===== config.mk =====
export PLATFORM = sky130hd
export DESIGN_NAME = seven_segment_charlieplex_scanner_unit_flat
export DESIGN_NICKNAME = d
export VERILOG_FILES = /design/src/sv/sscs_pkg.sv /design/src/sv/sscs_value_if.sv /design/src/sv/sscs_segment_if.sv /design/src/sv/sscs_decode.sv /design/src/sv/sscs_scan.sv /design/src/sv/seven_segment_charlieplex_scanner_unit.sv /design/src/flat_wrapper.sv
export SDC_FILE = /design/constraint.sdc
export NUM_CORES = 1
export LEC_CHECK = 0
export BUFFER_PORTS_ARGS = -buffer_cell sky130_fd_sc_hd__buf_4
export CAP_MARGIN = 15
export CORE_UTILIZATION = 25
export CTS_CLUSTER_SIZE = 20
export DETAILED_ROUTE_END_ITERATION = 8
export GPL_TIMING_DRIVEN = 0
export PLACE_DENSITY = 0.47
export RECOVER_POWER = 50
export SLEW_MARGIN = 20
export SYNTH_ARGS = -nofsm -noshare
export SYNTH_HDL_FRONTEND = slang
export SYNTH_HIERARCHICAL = 1
export SYNTH_SLANG_ARGS = --single-unit
export TNS_END_PERCENT = 100

===== constraint.sdc =====
create_clock -name clk -period 21.2 [get_ports clk]
set_clock_uncertainty 0.05 [all_clocks]
set_input_delay 0 -clock clk [delete_from_list [all_inputs] [get_ports clk]]
set_output_delay 0 -clock clk [all_outputs]
set_load 0.05 [all_outputs]

===== src/sv/sscs_pkg.sv =====
`timescale 1ns / 1ps
// Package for the seven-segment charlieplex scanner: shared types, segment
// patterns and the pin table. No dependencies.
package sscs_pkg;

    localparam int MAX_DIGITS  = 3;
    localparam int SEG_COUNT   = 7;
    localparam int PIN_ENTRIES = MAX_DIGITS * SEG_COUNT;
    localparam int PIN_IDX_W   = 5;

    localparam logic [3:0] DASH_CODE = 4'd10;

    typedef logic [PIN_IDX_W-1:0] pin_idx_t;

    // Digits as latched at frame start, position 0 leftmost.
    typedef struct packed {
        logic [MAX_DIGITS-1:0][3:0] digits;
        logic [1:0]                 count;
        logic                       out_of_range;
    } sscs_frame_t;

    typedef struct packed {
        logic       common_select;
        logic [3:0] sink_line;
        logic [1:0] digit_position;
        logic [2:0] segment_index;
        logic       out_of_range;
        logic       frame_end;
    } sscs_result_t;

    // Bit s lights segment s (0=a 1=f 2=e 3=d 4=c 5=b 6=g).
    localparam logic [6:0] SEG_MASK [16] = '{
        7'h3F, 7'h30, 7'h6D, 7'h79, 7'h72, 7'h5B, 7'h5F, 7'h31,
        7'h7F, 7'h7B, 7'h40, 7'h00, 7'h00, 7'h00, 7'h00, 7'h00
    };

    localparam logic PIN_COMMON [PIN_ENTRIES] = '{
        1'b1, 1'b0, 1'b0, 1'b0, 1'b1, 1'b1, 1'b1,
        1'b0, 1'b1, 1'b1, 1'b1, 1'b0, 1'b0, 1'b0,
        1'b1, 1'b0, 1'b0, 1'b0, 1'b1, 1'b1, 1'b1
    };

    localparam logic [3:0] PIN_SINK [PIN_ENTRIES] = '{
        4'd4,  4'd4,  4'd5,  4'd3,  4'd3,  4'd6,  4'd5,
        4'd7,  4'd7,  4'd8,  4'd9,  4'd9,  4'd6,  4'd8,
        4'd11, 4'd11, 4'd12, 4'd10, 4'd10, 4'd13, 4'd12
    };

    localparam logic [1:0] PIN_POS [PIN_ENTRIES] = '{
        2'd0, 2'd0, 2'd0, 2'd0, 2'd0, 2'd0, 2'd0,
        2'd1, 2'd1, 2'd1, 2'd1, 2'd1, 2'd1, 2'd1,
        2'd2, 2'd2, 2'd2, 2'd2, 2'd2, 2'd2, 2'd2
    };

    localparam logic [2:0] PIN_SEG [PIN_ENTRIES] = '{
        3'd0, 3'd1, 3'd2, 3'd3, 3'd4, 3'd5, 3'd6,
        3'd0, 3'd1, 3'd2, 3'd3, 3'd4, 3'd5, 3'd6,
        3'd0, 3'd1, 3'd2, 3'd3, 3'd4, 3'd5, 3'd6
    };

endpackage


===== src/sv/sscs_value_if.sv =====
`timescale 1ns / 1ps
// Channel carrying one display slot item with the value to show.
// No dependencies.
interface sscs_value_if;
    logic               valid;
    logic               ready;
    logic signed [15:0] show_value;

    modport source (output valid, output show_value, input ready);
    modport sink   (input valid, input show_value, output ready);
endinterface


===== src/sv/sscs_segment_if.sv =====
`timescale 1ns / 1ps
// Channel carrying one lit-segment item per display slot.
// No dependencies.
interface sscs_segment_if;
    logic       valid;
    logic       ready;
    logic       common_select;
    logic [3:0] sink_line;
    logic [1:0] digit_position;
    logic [2:0] segment_index;
    logic       out_of_range;
    logic       frame_end;

    modport source (output valid, output common_select, output sink_line,
                    output digit_position, output segment_index,
                    output out_of_range, output frame_end, input ready);
    modport sink   (input valid, input common_select, input sink_line,
                    input digit_position, input segment_index,
                    input out_of_range, input frame_end, output ready);
endinterface


===== src/sv/sscs_decode.sv =====
`timescale 1ns / 1ps
// Splits a value into left-aligned decimal digits, or dashes when out of range.
// Depends on sscs_pkg.
module sscs_decode
    import sscs_pkg::*;
#(
    parameter int DIGIT_COUNT = 3
)
(
    input  logic signed [15:0] value,
    output sscs_frame_t        frame
);

    localparam int LIMIT = 10 ** DIGIT_COUNT;

    logic        too_big;
    logic [9:0]  v;
    logic [15:0] prod_h;
    logic [20:0] prod_t;
    logic [3:0]  hundreds;
    logic [6:0]  by_ten;
    logic [3:0]  tens;
    logic [3:0]  ones;

    always_comb
    begin
        too_big = value[15] || (value[14:0] >= 15'(LIMIT));
        v       = value[9:0];

        // Reciprocal multiplies, exact for values below 1000.
        prod_h   = 16'(v) * 16'd41;
        hundreds = prod_h[15:12];
        prod_t   = 21'(v) * 21'd205;
        by_ten   = prod_t[17:11];
        tens     = 4'(by_ten - 7'(hundreds) * 7'd10);
        ones     = 4'(v - 10'(by_ten) * 10'd10);

        frame = '0;
        if (too_big)
        begin
            frame.out_of_range = 1'b1;
            frame.count        = 2'(DIGIT_COUNT);
            for (int p = 0; p < MAX_DIGITS; p++)
            begin
                frame.digits[p] = DASH_CODE;
            end
        end
        else if (v >= 10'd100)
        begin
            frame.count     = 2'd3;
            frame.digits[0] = hundreds;
            frame.digits[1] = tens;
            frame.digits[2] = ones;
        end
        else if (v >= 10'd10)
        begin
            frame.count     = 2'd2;
            frame.digits[0] = tens;
            frame.digits[1] = ones;
        end
        else
        begin
            frame.count     = 2'd1;
            frame.digits[0] = ones;
        end
    end

endmodule


===== src/sv/sscs_scan.sv =====
`timescale 1ns / 1ps
// Scan state and lit-segment search: latches a frame, picks the segment for
// the current slot and the next one. Depends on sscs_pkg.
module sscs_scan
    import sscs_pkg::*;
(
    input  logic         clk,
    input  logic         rst_n,
    input  logic         step,
    input  sscs_frame_t  frame,
    output sscs_result_t result
);

    logic [MAX_DIGITS-1:0][3:0] store_reg, store_eff;
    logic [1:0]                 count_reg, count_eff;
    logic                       range_reg, range_eff;
    logic [1:0]                 scan_digit_reg, scan_digit_next;
    logic [2:0]                 scan_segment_reg, scan_segment_next;

    logic                   latch;
    pin_idx_t               start, total;
    logic [PIN_ENTRIES-1:0] lit, rest;
    pin_idx_t               cur, nxt;
    logic                   last;

    function automatic pin_idx_t first_set(input logic [PIN_ENTRIES-1:0] vec);
        pin_idx_t idx;
        idx = '0;
        for (int k = PIN_ENTRIES - 1; k >= 0; k--)
        begin
            if (vec[k])
            begin
                idx = PIN_IDX_W'(k);
            end
        end
        return idx;
    endfunction

    always_comb
    begin
        latch     = (scan_digit_reg == 2'd0) && (scan_segment_reg == 3'd0);
        store_eff = latch ? frame.digits       : store_reg;
        count_eff = latch ? frame.count        : count_reg;
        range_eff = latch ? frame.out_of_range : range_reg;

        start = PIN_IDX_W'(scan_digit_reg) * PIN_IDX_W'(SEG_COUNT)
              + PIN_IDX_W'(scan_segment_reg);
        total = PIN_IDX_W'(count_eff) * PIN_IDX_W'(SEG_COUNT);

        for (int k = 0; k < PIN_ENTRIES; k++)
        begin
            lit[k] = SEG_MASK[store_eff[PIN_POS[k]]][PIN_SEG[k]]
                  && (PIN_IDX_W'(k) >= start) && (PIN_IDX_W'(k) < total);
        end

        // Drop the lowest lit segment to find the one after it.
        rest = lit & (lit - PIN_ENTRIES'(1));
        cur  = first_set(lit);
        nxt  = first_set(rest);
        last = (rest == '0);

        scan_digit_next   = last ? 2'd0 : PIN_POS[nxt];
        scan_segment_next = last ? 3'd0 : PIN_SEG[nxt];

        result.common_select  = PIN_COMMON[cur];
        result.sink_line      = PIN_SINK[cur];
        result.digit_position = PIN_POS[cur];
        result.segment_index  = PIN_SEG[cur];
        result.out_of_range   = range_eff;
        result.frame_end      = last;
    end

    always_ff @(posedge clk or negedge rst_n)
    begin
        if (!rst_n)
        begin
            store_reg        <= '0;
            count_reg        <= 2'd1;
            range_reg        <= 1'b0;
            scan_digit_reg   <= 2'd0;
            scan_segment_reg <= 3'd0;
        end
        else if (step)
        begin
            store_reg        <= store_eff;
            count_reg        <= count_eff;
            range_reg        <= range_eff;
            scan_digit_reg   <= scan_digit_next;
            scan_segment_reg <= scan_segment_next;
        end
    end

endmodule


===== src/sv/seven_segment_charlieplex_scanner_unit.sv =====
`timescale 1ns / 1ps
// Top level of the seven-segment charlieplex scanner: input register, decode,
// scan and result register. Depends on sscs_pkg, both channel interfaces,
// sscs_decode and sscs_scan.
//
//  channel       role    payload
//  value_chan    sink    show_value (16, signed): value shown, latched at frame start
//  segment_chan  source  common_select, sink_line, digit_position, segment_index,
//                        out_of_range, frame_end
//
// Each item gives exactly one result item: it is held in the input register,
// then decode and segment search run into the result register. One item per
// cycle is sustained while segment_chan is ready; the scan state update sets
// that rate. Reset clears the scan to the start of a frame showing 0.
// A stalled result holds in the result register while one more item waits
// in the input register; only then does value_chan drop ready.
module seven_segment_charlieplex_scanner_unit
    import sscs_pkg::*;
#(
    parameter int DIGIT_COUNT = 3
)
(
    input  logic                  clk,
    input  logic                  rst_n,
    sscs_value_if.sink            value_chan,
    sscs_segment_if.source        segment_chan
);

    logic               in_valid_reg;
    logic signed [15:0] value_reg;
    logic               out_valid_reg;
    sscs_result_t       result_reg;

    logic         advance;
    sscs_frame_t  frame;
    sscs_result_t result;

    // Move the held item on whenever the result register is free or emptying.
    assign advance          = in_valid_reg && (!out_valid_reg || segment_chan.ready);
    assign value_chan.ready = !in_valid_reg || advance;

    sscs_decode #(
        .DIGIT_COUNT (DIGIT_COUNT)
    ) u_decode (
        .value (value_reg),
        .frame (frame)
    );

    sscs_scan u_scan (
        .clk    (clk),
        .rst_n  (rst_n),
        .step   (advance),
        .frame  (frame),
        .result (result)
    );

    // Input register: hold the value until the scan takes it.
    always_ff @(posedge clk or negedge rst_n)
    begin
        if (!rst_n)
        begin
            in_valid_reg <= 1'b0;
        end
        else if (value_chan.ready)
        begin
            in_valid_reg <= value_chan.valid;
        end
    end

    always_ff @(posedge clk)
    begin
        if (value_chan.valid && value_chan.ready)
        begin
            value_reg <= value_chan.show_value;
        end
    end

    // Result register: load on advance, clear once taken.
    always_ff @(posedge clk or negedge rst_n)
    begin
        if (!rst_n)
        begin
            out_valid_reg <= 1'b0;
        end
        else if (advance)
        begin
            out_valid_reg <= 1'b1;
        end
        else if (segment_chan.ready)
        begin
            out_valid_reg <= 1'b0;
        end
    end

    always_ff @(posedge clk)
    begin
        if (advance)
        begin
            result_reg <= result;
        end
    end

    assign segment_chan.valid          = out_valid_reg;
    assign segment_chan.common_select  = result_reg.common_select;
    assign segment_chan.sink_line      = result_reg.sink_line;
    assign segment_chan.digit_position = result_reg.digit_position;
    assign segment_chan.segment_index  = result_reg.segment_index;
    assign segment_chan.out_of_range   = result_reg.out_of_range;
    assign segment_chan.frame_end      = result_reg.frame_end;

endmodule


===== src/flat_wrapper.sv =====
// flat-port wrapper written by rule: the top's interface ports become plain ports
module seven_segment_charlieplex_scanner_unit_flat import sscs_pkg::*;
#(
    parameter int DIGIT_COUNT = 3
)
  (clk, rst_n, value_chan_valid, value_chan_show_value, value_chan_ready, segment_chan_valid, segment_chan_common_select, segment_chan_sink_line, segment_chan_digit_position, segment_chan_segment_index, segment_chan_out_of_range, segment_chan_frame_end, segment_chan_ready);
  sscs_value_if value_chan_i ();
  sscs_segment_if segment_chan_i ();
  input  logic clk;
  input  logic rst_n;
  input wire logic [$bits(value_chan_i.valid)-1:0] value_chan_valid;
  input wire logic [$bits(value_chan_i.show_value)-1:0] value_chan_show_value;
  output wire logic [$bits(value_chan_i.ready)-1:0] value_chan_ready;
  output wire logic [$bits(segment_chan_i.valid)-1:0] segment_chan_valid;
  output wire logic [$bits(segment_chan_i.common_select)-1:0] segment_chan_common_select;
  output wire logic [$bits(segment_chan_i.sink_line)-1:0] segment_chan_sink_line;
  output wire logic [$bits(segment_chan_i.digit_position)-1:0] segment_chan_digit_position;
  output wire logic [$bits(segment_chan_i.segment_index)-1:0] segment_chan_segment_index;
  output wire logic [$bits(segment_chan_i.out_of_range)-1:0] segment_chan_out_of_range;
  output wire logic [$bits(segment_chan_i.frame_end)-1:0] segment_chan_frame_end;
  input wire logic [$bits(segment_chan_i.ready)-1:0] segment_chan_ready;
  assign value_chan_i.valid = value_chan_valid;
  assign value_chan_i.show_value = value_chan_show_value;
  assign value_chan_ready = value_chan_i.ready;
  assign segment_chan_valid = segment_chan_i.valid;
  assign segment_chan_common_select = segment_chan_i.common_select;
  assign segment_chan_sink_line = segment_chan_i.sink_line;
  assign segment_chan_digit_position = segment_chan_i.digit_position;
  assign segment_chan_segment_index = segment_chan_i.segment_index;
  assign segment_chan_out_of_range = segment_chan_i.out_of_range;
  assign segment_chan_frame_end = segment_chan_i.frame_end;
  assign segment_chan_i.ready = segment_chan_ready;
  seven_segment_charlieplex_scanner_unit #(.DIGIT_COUNT(DIGIT_COUNT)) u_core (.clk(clk), .rst_n(rst_n), .value_chan(value_chan_i), .segment_chan(segment_chan_i));
endmodule

After elaboration in Yosys (flattened, before gate mapping). Memories as Yosys holds them, arrays and structs flattened. A register that Yosys moved wholly into a read port is not among the register bits. Cells that the tools add are included.

Register bits after elaboration: 40. Input port bits: 20. Memories: 9. ROM bits: 816.

Multiplexer cells: 65. Reductions and logical operators: 54. $mul: 6. Add/sub/neg operators: 4. Bitwise logic cells: 6. Order comparisons: 49.

Memories: (name not given) (words 32, bits a word 4, rd ports 1, clocked after Yosys merged registers in 1, write ports 0, RTL line sscs_scan.sv:66) `result.sink_line = PIN_SINK[cur];`; (name not given) (words 16, bits a word 7, rd ports 1, clocked after Yosys merged registers in 0, write ports 0, RTL line sscs_scan.sv:52) `lit[k] = SEG_MASK[store_eff[PIN_POS[k]]][PIN_SEG[k]]`; (name not given) (words 16, bits a word 7, rd ports 1, clocked after Yosys merged registers in 0, write ports 0, RTL line sscs_scan.sv:52); (name not given) (words 16, bits a word 7, rd ports 1, clocked after Yosys merged registers in 0, write ports 0, RTL line sscs_scan.sv:52); (name not given) (words 32, bits a word 3, rd ports 1, clocked after Yosys merged registers in 0, write ports 0, RTL line sscs_scan.sv:63) `scan_segment_next = last ? 3'd0 : PIN_SEG[nxt];`; (name not given) (words 32, bits a word 3, rd ports 1, clocked after Yosys merged registers in 1, write ports 0, RTL line sscs_scan.sv:68) `result.segment_index = PIN_SEG[cur];`; +3 memories.

Operator list (number): 5-bit two-way mux (42); 1-bit logical AND (45); 7-bit two-way mux (6); 4-bit by 5-bit greater-or-equal comparator with 1-bit output, first input constant (8); 4-bit by 5-bit less-than comparator with 1-bit output, first input constant (8); 5-bit greater-or-equal comparator, first input constant (5); 5-bit less-than comparator, first input constant (5); 21-bit AND (1); 21-bit zero test (1); 21-bit by 1-bit subtractor with 21-bit output, second input constant (1); 3-bit by 5-bit greater-or-equal comparator with 1-bit output, first input constant (4); 3-bit by 5-bit less-than comparator with 1-bit output, first input constant (4); 10-bit by 8-bit multiplier with 18-bit output, second input constant (1); 10-bit by 6-bit multiplier with 16-bit output, second input constant (1); 15-bit by 10-bit greater-or-equal comparator with 1-bit output, second input constant (1); 5-bit greater-or-equal comparator, second input constant (3); 4-bit inverter with 5-bit output (3); 14-bit two-way mux (1); 12-bit two-way mux (1); 5-bit inverter with 6-bit output (2); 1-bit by 5-bit greater-or-equal comparator with 1-bit output, first input constant (2); 10-bit by 4-bit greater-or-equal comparator with 1-bit output, second input constant (1); 10-bit by 7-bit greater-or-equal comparator with 1-bit output, second input constant (1); 2-bit by 5-bit greater-or-equal comparator with 1-bit output, first input constant (2); other kinds (19) (35).

Depth between registers and ports, before layout. Gate-level depths: netlist of the first run.

Word-level depth: 41. Depth in mapped cells: 42.

Cells and area by module. The synthesis of the first run kept the hierarchy.

By module, submodules not included: sscs_scan (sequential area each 501.7 µm², instances 1, cells an instance 539, area each 4061.4 µm²); sscs_decode (sequential area each 0.0 µm², instances 1, cells an instance 314, area each 2750.1 µm²); seven_segment_charlieplex_scanner_unit (sequential area each 890.9 µm², instances 1, cells an instance 36, area each 944.7 µm²).

Worst setup path after synthesis of the first run. Ideal clock, no wire load.

Path type: flip-flop to flip-flop. From: register u_core.value_reg[3]. To: register u_core.u_scan.scan_segment_reg[1]. Data required time: 21.007 ns. Clock period less this slack: 9.020 ns. Arrival: 8.826 ns. Slack: 12.180 ns. Cell stages (with the launch flop): 43. Library setup time: 0.143 ns. Cell sequence: edfxtp_1 > inv_1 > ha_1 > inv_1 > fa_1 > inv_1 > fa_1 > inv_1 > fa_1 > inv_1 > ha_1 > o21ai_0 > nor2_1 > nor3_4 > nor2b_1 > nor2_1 > xnor2_1 > inv_1 > [7 not listed] > o2111ai_1 > a31oi_1 > o21ai_0 > mux2i_1 > nor3_1 > o221a_2 > nor3_2 > buf_2 > nand2_1 > o32ai_1 > a211o_1 > o221ai_1 > o2111a_1 > inv_1 > ha_1 > mux2_2 > nor3_1 > a211oi_1.

RTL lines: start: declaration (RTL line seven_segment_charlieplex_scanner_unit.sv:30) `logic signed [15:0] value_reg;`; start signal: assignment (RTL line seven_segment_charlieplex_scanner_unit.sv:74) `value_reg <= value_chan.show_value;`; end signal: assignment (RTL line sscs_scan.sv:89) `scan_segment_reg <= scan_segment_next;`; end: declaration (RTL line sscs_scan.sv:18) `logic [2:0] scan_segment_reg, scan_segment_next;`.

==> results.cfg, run 1 <==
[run]
drv_cap = 0

[outcome]
status = finished, final reports clean

[drt]
firstDrtPassIters = 5
drt_iter0_drc = 414
wl_um = 21800
drc = 0
avgViaCountPerCell = 5.02
antenna_left = 0
wl_per_cell_um = 16.2
via_count = 6754

[worst_setup_path]
critPathLaunchType = flop
startpoint = u_core/value_reg[3]$_DFFE_PP_
worstPathRequired_ns = 21.32
slowest_delay_ns = 0.58
crit_fanout = 9
r2r_slack_ns = 10.46
critPathArrivalTime_ns = 10.86
cpMostUsedCell = inv_1
cp_top_family = adder cells
cp_num_buf_inv = 8
rr_startpoint = u_core/value_reg[3]$_DFFE_PP_
slowest_stage = edfxtp_1
rr_endpoint = u_core/u_scan/scan_segment_reg[1]$_DFFE_PN0P_
end_kind = flop
path_class = flop to flop
worst_r2r_path_depth = 42

[timing]
fmax_ghz = 0.0931
final_max_slew_viol_count = 0
grt_setup_unrepaired = no
tightest_slew_ns = 1.40
slew_headroom = 0.0650
fin_tns_setup_ns = 0
setup_viol = 0
fin_crit_sh = 0.507
period_needed_ns = 10.74
hold_violations = 0

[finish]
drive_gt1_frac = 0.103
nNetsFinal = 1118
synthToLayoutAreaGrowth_pct = 13.3
num_antenna_cells = 0
largest_reg_flops = 16
postLayoutCellArea_um2 = 8790

[clock_network]
clk_pin_slew_worst_paths_ns = 0.07
cts_tree = built
clk_latency_ns = 0.31
cts_max_path_buffers = 2
cts_buffers = 5
cts_resized = 0
cts-htree-levels = 2
cts-root-buf = clkbuf_16
clock-sinks = 50
postCtsHoldBufs = 20
post_cts_buffers = 0

[yosys]
yosysSeqAreaShare = 0.180
yosysWarnings = 6
syn_avg_cell_area_um2 = 8.72
synth_nets = 1058
synth_top_cell_area_share = 0.200
synth_flop_cell = edfxtp_1
async_flop_share = 0.440
synth_edf_count = 28
ys_seq_elements = 50
syn_inst = 889
yosys-top-cells-area = ha_1 (20%), edfxtp_1 (11%), dfrtp_1 (6.8%)
synthesis.area_um2 = 7760
yosys.area.top_type = ha_1
ys_types = 109

[global_route]
grt_antenna_before_repair = 0
first_global_vias = 6479
grt_max_degree = 23
overflow = 0
grt_pass1_wl_um = 35200
groute.usage.overall = 0.142

[die]
ios = 34
coreArea_um2 = 30600
die_w_um = 178
initial_core_util = 0.254
die_area_um2 = 31700
rows = 64
fp.dieH_um = 178

[min_path]
worst_hold_path.num_cells = 2
hold_path.startpoint = value_chan_show_value[0]
hold_end = u_core/value_reg[0]$_DFFE_PP_
min_path_type = primary input to flop

[placement]
dp_hpwl_um = 17700
gp_congestion = 0.872
io_buffers = 33
placed_cell_area_um2 = 8500
worst max path at each step:
| stage | depth (start not counted) | to | slack (ns) |
|---|---|---|---|
| after floorplan | 42 | u_core/u_scan/scan_segment_reg[1]$_DFFE_PN0P_ | 12.18 |
| after global placement | 42 | u_core/u_scan/scan_segment_reg[1]$_DFFE_PN0P_ | 10.40 |
| after detailed placement | 42 | u_core/u_scan/scan_segment_reg[1]$_DFFE_PN0P_ | 10.41 |
| after CTS | 42 | u_core/u_scan/scan_segment_reg[1]$_DFFE_PN0P_ | 10.42 |
| after global routing | 42 | u_core/u_scan/scan_segment_reg[1]$_DFFE_PN0P_ | 9.58 |
| final | 42 | u_core/u_scan/scan_segment_reg[1]$_DFFE_PN0P_ | 10.46 |
per-stage QoR:
| stage | setup slack [ns] | hold WS, ns | util | std cells |
|---|---|---|---|---|
| global route | 9.58 | 0.372 | 0.287 | 1346 |
| floorplan | 12.18 | -0.346 | - | 889 |
| finish | 10.46 | 0.369 | 0.287 | 1346 |
| detailed placement | 10.41 | -0.120 | 0.278 | 1318 |
| global placement | 10.40 | -0.126 | 0.278 | 1318 |
| CTS | 10.42 | 0.124 | 0.289 | 1346 |
Yosys cell counts (17+ instances only):
cell type	instances
fa_1	25
nor2_1	72
edfxtp_1	28
inv_1	102
o21ai_0	30
a21oi_1	49
ha_1	124
dfrtp_1	21
nand2_1	70
mux2i_1	20
xnor2_1	17
metal layers:
layer  vias up  share of wire  track usage
met5         -              0            0
met4         0          0.017       0.0328
met3        24          0.043       0.0160
met2       176           0.43        0.215
met1      3234           0.51        0.211
li1       3320              -            -
worst register-to-register path, delay by kind of cell (launching register included):
family | cells | cell delay (ns)
buffers and inverters | 8 | 0.94
flip-flops | 1 | 0.58
AND/OR/NAND/NOR | 9 | 1.33
XOR/XNOR | 5 | 1.05
multiplexers | 3 | 0.72
AO/OA/AOI/OAI | 9 | 2.97
adder cells (fa/ha/maj) | 8 | 2.98
cells by family (layout without fill, tap and decap cells):
kind of cell    count (synthesis)  count (layout)  share of synthesized area
mux                            38              38                     0.0569
simple gates                  281             281                      0.191
compound gates                207             207                      0.198
flops                          50              50                      0.180
xor+xnor                       29              29                     0.0371
fa+ha+maj                     150             150                      0.266
buf+inv                       134             195                     0.0718
area by class of cell:
type	count	area (um2)
clock buffer	5	125
multi-input combinational	705	5800
clock inverter	3	28.8
fill	3317	21800
sequential	50	1390
tap	396	495
inverter	106	398
timing repair buffer	53	392
buffer	28	159
cells in the final DEF (no fill, tap or decap), types with 9 or more instances in the layout:
master	count
fa_1	25
dlygate4sd3_1	20
a31oi_1	10
and2_1	11
o21ai_1	9
o21ai_0	30
nand2_1	70
mux2_2	11
nor2_1	72
xor2_1	9
xnor2_1	17
dfrtp_1	21
nor3_1	15
nor2b_1	12
clkbuf_1	31
a21oi_1	49
ha_1	124
edfxtp_1	28
inv_1	102
a211oi_1	9
nand2b_1	13
clkbuf_4	16
mux2i_1	20
nand4_1	15
nand3_1	16
Power of run 1 is left out: the tool's default activity adds up to more than one toggle a clock period on the data nets, which glitch-free logic cannot reach.
==> inputs of run 2 (changes only) <==
--- a/config.mk
+++ b/config.mk
@@ -11,7 +11,7 @@
 export CTS_CLUSTER_SIZE = 20
 export DETAILED_ROUTE_END_ITERATION = 8
 export GPL_TIMING_DRIVEN = 0
-export PLACE_DENSITY = 0.47
+export PLACE_DENSITY = 0.48
 export RECOVER_POWER = 50
 export SLEW_MARGIN = 20
 export SYNTH_ARGS = -nofsm -noshare
==> constraint.sdc (replaced) <==
create_clock -name clk -period 9.7 [get_ports clk]
set_clock_uncertainty 0.05 [all_clocks]
set_input_delay 0 -clock clk [delete_from_list [all_inputs] [get_ports clk]]
set_output_delay 0 -clock clk [all_outputs]
set_load 0.05 [all_outputs]
==> results.cfg, run 2 (same netlist as run 1, synthesis figures left out) <==
[timing]
period_needed_ns = 9.19
slew_headroom = 0.0850
tightest_slew_ns = 1.34
fmax_ghz = 0.109
final_max_slew_viol_count = 0
hold_violations = 0
fin_crit_sh = 0.947
setup_viol = 0
holdWs_ns = 0.371
fin_tns_setup_ns = 0

[finish]
layout_common_cells = ha_1 (122), inv_1 (98), nand2_1 (70), nor2_1 (70), a21oi_1 (47)
num_antenna_cells = 0
regArea_um2 = 1390
largest_reg_flops = 16
drive_gt1_frac = 0.168
multiInputGateArea_um2 = 6090
synthToLayoutAreaGrowth_pct = 20.1
fill_cells = 3324
layout_commonest_cell = ha_1
nNetsFinal = 1147

[drt]
drt_iter0_drc = 353
via_count = 6887
avgViaCountPerCell = 5.01
wl_um = 22300
antenna_left = 0
firstDrtPassIters = 5
wl_per_cell_um = 16.2
drc = 0

[global_route]
overflow = 0
grt_antenna_before_repair = 0
groute.usage.overall = 0.142
grt_max_degree = 23
first_global_vias = 6605
grt_pass1_wl_um = 35600

[clock_network]
clk_latency_ns = 0.31
cts-htree-levels = 2
cts_max_path_buffers = 2
cts-root-buf = clkbuf_16
cts_buffers = 5
cts_tree = built
clk_pin_slew_worst_paths_ns = 0.08
clock-sinks = 50

[outcome]
status = finished, final reports clean

[die]
ios = 34
die_w_um = 178
fp.dieH_um = 178
die_area_um2 = 31700
initial_core_util = 0.254
coreArea_um2 = 30600
rows = 64

[placement]
dp_hpwl_um = 17500
gp_congestion = 0.860
io_buffers = 33

[run]
drv_cap = 0

[worst_setup_path]
cpMostUsedCell = inv_1
critPathLaunchType = flop
critPathArrivalTime_ns = 9.30
slowest_stage = fa_1
slowest_delay_ns = 0.52
end_kind = flop
worstPathRequired_ns = 9.81
crit_fanout = 10
path_class = flop to flop

[min_path]
min_path_type = primary input to flop
run 2: cell count changes in the layout (fill, tap and decap cells not counted), sizes merged:
cell,change
buf,+30
clkbuf,-1
clkinv,-1
inv,+1
run 2: cell type report:
class / count / share of cell area
plain buffers: 27 / 0.0177
clock buffers: 5 / 0.0134
clock inverters: 3 / 0.00309
inverters: 106 / 0.0430
multi-input cells: 705 / 0.654
flip-flops and latches: 50 / 0.149
well taps: 396 / 0.0532
repair buffers: 83 / 0.0662
run 2: stage by stage:
step | cells | worst slack [ns] | cell area [um2] | util
3_3_place_gp | 1318 | -1.09 | 8500 | 0.278
2_1_floorplan | 889 | 0.680 | 7760 | -
6_report | 1375 | 0.510 | 9320 | 0.305
5_1_grt | 1375 | -0.0385 | 9320 | 0.305
3_5_place_dp | 1318 | -1.10 | 8500 | 0.278
4_1_cts | 1360 | 0.00955 | 9020 | 0.295
run 2: layer usage:
layer  vias up  track usage  routed length (um)
li1       3374            -                   -
met1      3364        0.200               11100
met2       131        0.235               10300
met3        18       0.0151                 663
met4         0       0.0242                 256
met5         -            0                   0
run 2: worst max-delay path, delay by kind of cell, from the launching register on:
| family | cells | cell delay (ns) |
|---|---|---|
| AOI/OAI and AO/OA | 8 | 2.14 |
| xor gates and xnor gates | 8 | 1.43 |
| adders and majority gates | 8 | 2.88 |
| buffers and inverters | 8 | 0.54 |
| DFF | 1 | 0.41 |
| muxes | 2 | 0.42 |
| and+or+nand+nor | 8 | 1.12 |
run 2: what timing repair did:
action / in CTS / in global routing
setup buffers: 14 / 16
endpoints found under the setup margin: 15 / 14
gates cloned: 0 / 0
pin swaps: 4 / 21
endpoints found under the hold margin: 40 / 0
hold buffers: 20 / 0
resized for setup: 13 / 48
run 2: worst paths after layout:
kind | startpoint | end | slack (ns) | cells past startpoint
worst max-delay path | u_core/value_reg[3]$_DFFE_PP_ | u_core/u_scan/scan_segment_reg[1]$_DFFE_PN0P_ | 0.51 | 42
max in group asynchronous | rst_n | u_core/u_scan/scan_segment_reg[1]$_DFFE_PN0P_ | 8.28 | 2
min in group asynchronous | rst_n | u_core/u_scan/store_reg[8]$_DFFE_PN0P_ | 0.52 | 2
worst max register to register | u_core/value_reg[3]$_DFFE_PP_ | u_core/u_scan/scan_segment_reg[1]$_DFFE_PN0P_ | 0.51 | 42
worst min register to register | u_core/in_valid_reg$_DFFE_PN0P_ | u_core/segment_chan.valid$_DFFE_PN0P_ | 0.46 | 1
worst min-delay path | value_chan_show_value[5] | u_core/value_reg[5]$_DFFE_PP_ | 0.37 | 2
Power of run 2 is left out for the same reason.
==> inputs of run 3 (changes only) <==
--- a/config.mk
+++ b/config.mk
@@ -7,11 +7,11 @@
 export LEC_CHECK = 0
 export BUFFER_PORTS_ARGS = -buffer_cell sky130_fd_sc_hd__buf_4
 export CAP_MARGIN = 15
-export CORE_UTILIZATION = 25
+export CORE_UTILIZATION = 40
 export CTS_CLUSTER_SIZE = 20
 export DETAILED_ROUTE_END_ITERATION = 8
 export GPL_TIMING_DRIVEN = 0
-export PLACE_DENSITY = 0.48
+export PLACE_DENSITY = 0.66
 export RECOVER_POWER = 50
 export SLEW_MARGIN = 20
 export SYNTH_ARGS = -nofsm -noshare
==> results.cfg, run 3 (same netlist as run 1, synthesis figures left out) <==
[clock_network]
cts-htree-levels = 2
clock-sinks = 50
cts_max_path_buffers = 2
cts_buffers = 5
clk_pin_slew_worst_paths_ns = 0.07
clk_latency_ns = 0.31
cts-root-buf = clkbuf_16
cts_tree = built

[placement]
dp_hpwl_um = 16200
io_buffers = 33
gp_congestion = 0.933
post-place-ws_ns = -0.991

[timing]
hold_violations = 0
grt_setup_unrepaired = yes
tightest_slew_ns = 1.48
period_needed_ns = 9.31
fin_crit_sh = 0.960
worst_slack_ns = 0.388
final_max_slew_viol_count = 0
slew_headroom = 0.0156
setup_viol = 0
fmax_ghz = 0.107

[worst_setup_path]
slowest_stage = edfxtp_1
critPathArrivalTime_ns = 9.48
worstPathRequired_ns = 9.87
end_kind = flop
critPathLaunchType = flop
slowest_delay_ns = 0.54
worst_r2r_path_depth = 40
path_class = flop to flop
rr_startpoint = u_core/value_reg[1]$_DFFE_PP_
crit_fanout = 8
startpoint = u_core/value_reg[1]$_DFFE_PP_
r2r_slack_ns = 0.39
crit_end = u_core/u_scan/scan_segment_reg[1]$_DFFE_PN0P_
rr_endpoint = u_core/u_scan/scan_segment_reg[1]$_DFFE_PN0P_

[drt]
firstDrtPassIters = 5
via_count = 6866
avgViaCountPerCell = 5.59
drc = 0
antenna_left = 0
wl_per_cell_um = 17.1
wl_um = 21100
drt_iter0_drc = 518

[global_route]
grt_antenna_before_repair = 0
overflow = 0
first_global_vias = 6701
grt_pass1_wl_um = 34500
groute.usage.overall = 0.218
grt_max_degree = 23

[die]
die_w_um = 141
die_area_um2 = 20000
initial_core_util = 0.412
rows = 50
fp.dieH_um = 141
coreArea_um2 = 18800
ios = 34

[finish]
drive_gt1_frac = 0.152
layout_commonest_cell = ha_1
synthToLayoutAreaGrowth_pct = 15.9
nNetsFinal = 1137
num_antenna_cells = 0
multiInputGateArea_um2 = 6010
layout_common_cells = ha_1 (123), inv_1 (101), nor2_1 (71)
regArea_um2 = 1390
largest_reg_flops = 16
fill_cells = 1823

[min_path]
min_path_type = primary input to flop
hold_path.startpoint = value_chan_show_value[7]

[run]
drv_cap = 0

[outcome]
status = finished, final reports clean
[run 3: layer usage]
layer	wire length, um	share of wire	global-route usage	up-vias
met5	0	0	0	-
met4	379	0.018	0.0463	0
met3	993	0.047	0.0327	34
met2	9950	0.47	0.369	196
met1	9760	0.46	0.295	3274
li1	-	-	-	3362
[run 3: worst min path at each step]
stage,to,cells past startpoint
3_5_place_dp,u_core/u_scan/store_reg[5]$_DFFE_PN0P_,1
4_1_cts,u_core/u_scan/count_reg[1]$_DFFE_PN0P_,2
3_3_place_gp,u_core/u_scan/store_reg[5]$_DFFE_PN0P_,1
6_report,u_core/value_reg[7]$_DFFE_PP_,2
5_1_grt,u_core/value_reg[7]$_DFFE_PP_,2
2_1_floorplan,u_core/in_valid_reg$_DFFE_PN0P_,0
[run 3: repair_timing]
action	4_1_cts	5_1_grt
endpoints found under the setup margin	15	13
hold buffers	20	0
pin swaps	3	10
hold endpoints to repair	40	0
buffers inserted	11	10
resized for setup	9	38
[run 3: final cells by class]
cell class                 instances  area share
buffer                            26      0.0175
clock buffer                       5      0.0139
clock inverter                     3     0.00320
inverter                         106      0.0443
multi-input combinational        705       0.669
sequential                        50       0.155
tap                              260      0.0362
timing repair buffer              74      0.0611
[run 3: critical path: cells and delay by family, from the launching register on]
kind | cells | cell delay, ns
buf+inv | 6 | 0.47
flops | 1 | 0.54
xor+xnor | 8 | 1.44
simple gates | 7 | 0.91
compound gates | 10 | 2.48
mux | 1 | 0.32
fa+ha+maj | 8 | 2.97
[run 3: stage by stage]
stage	TNS (ns)	instance area, um2	cells	hold WS, ns	utilization
floorplan	0	7760	889	-0.346	-
global placement	-6.39	8330	1182	-0.120	0.442
detailed placement	-8.57	8330	1182	-0.112	0.442
CTS	0	8810	1221	0.0906	0.468
global route	-0.110	8990	1229	0.369	0.477
finish	0	8990	1229	0.374	0.477
Power of run 3 is left out for the same reason.
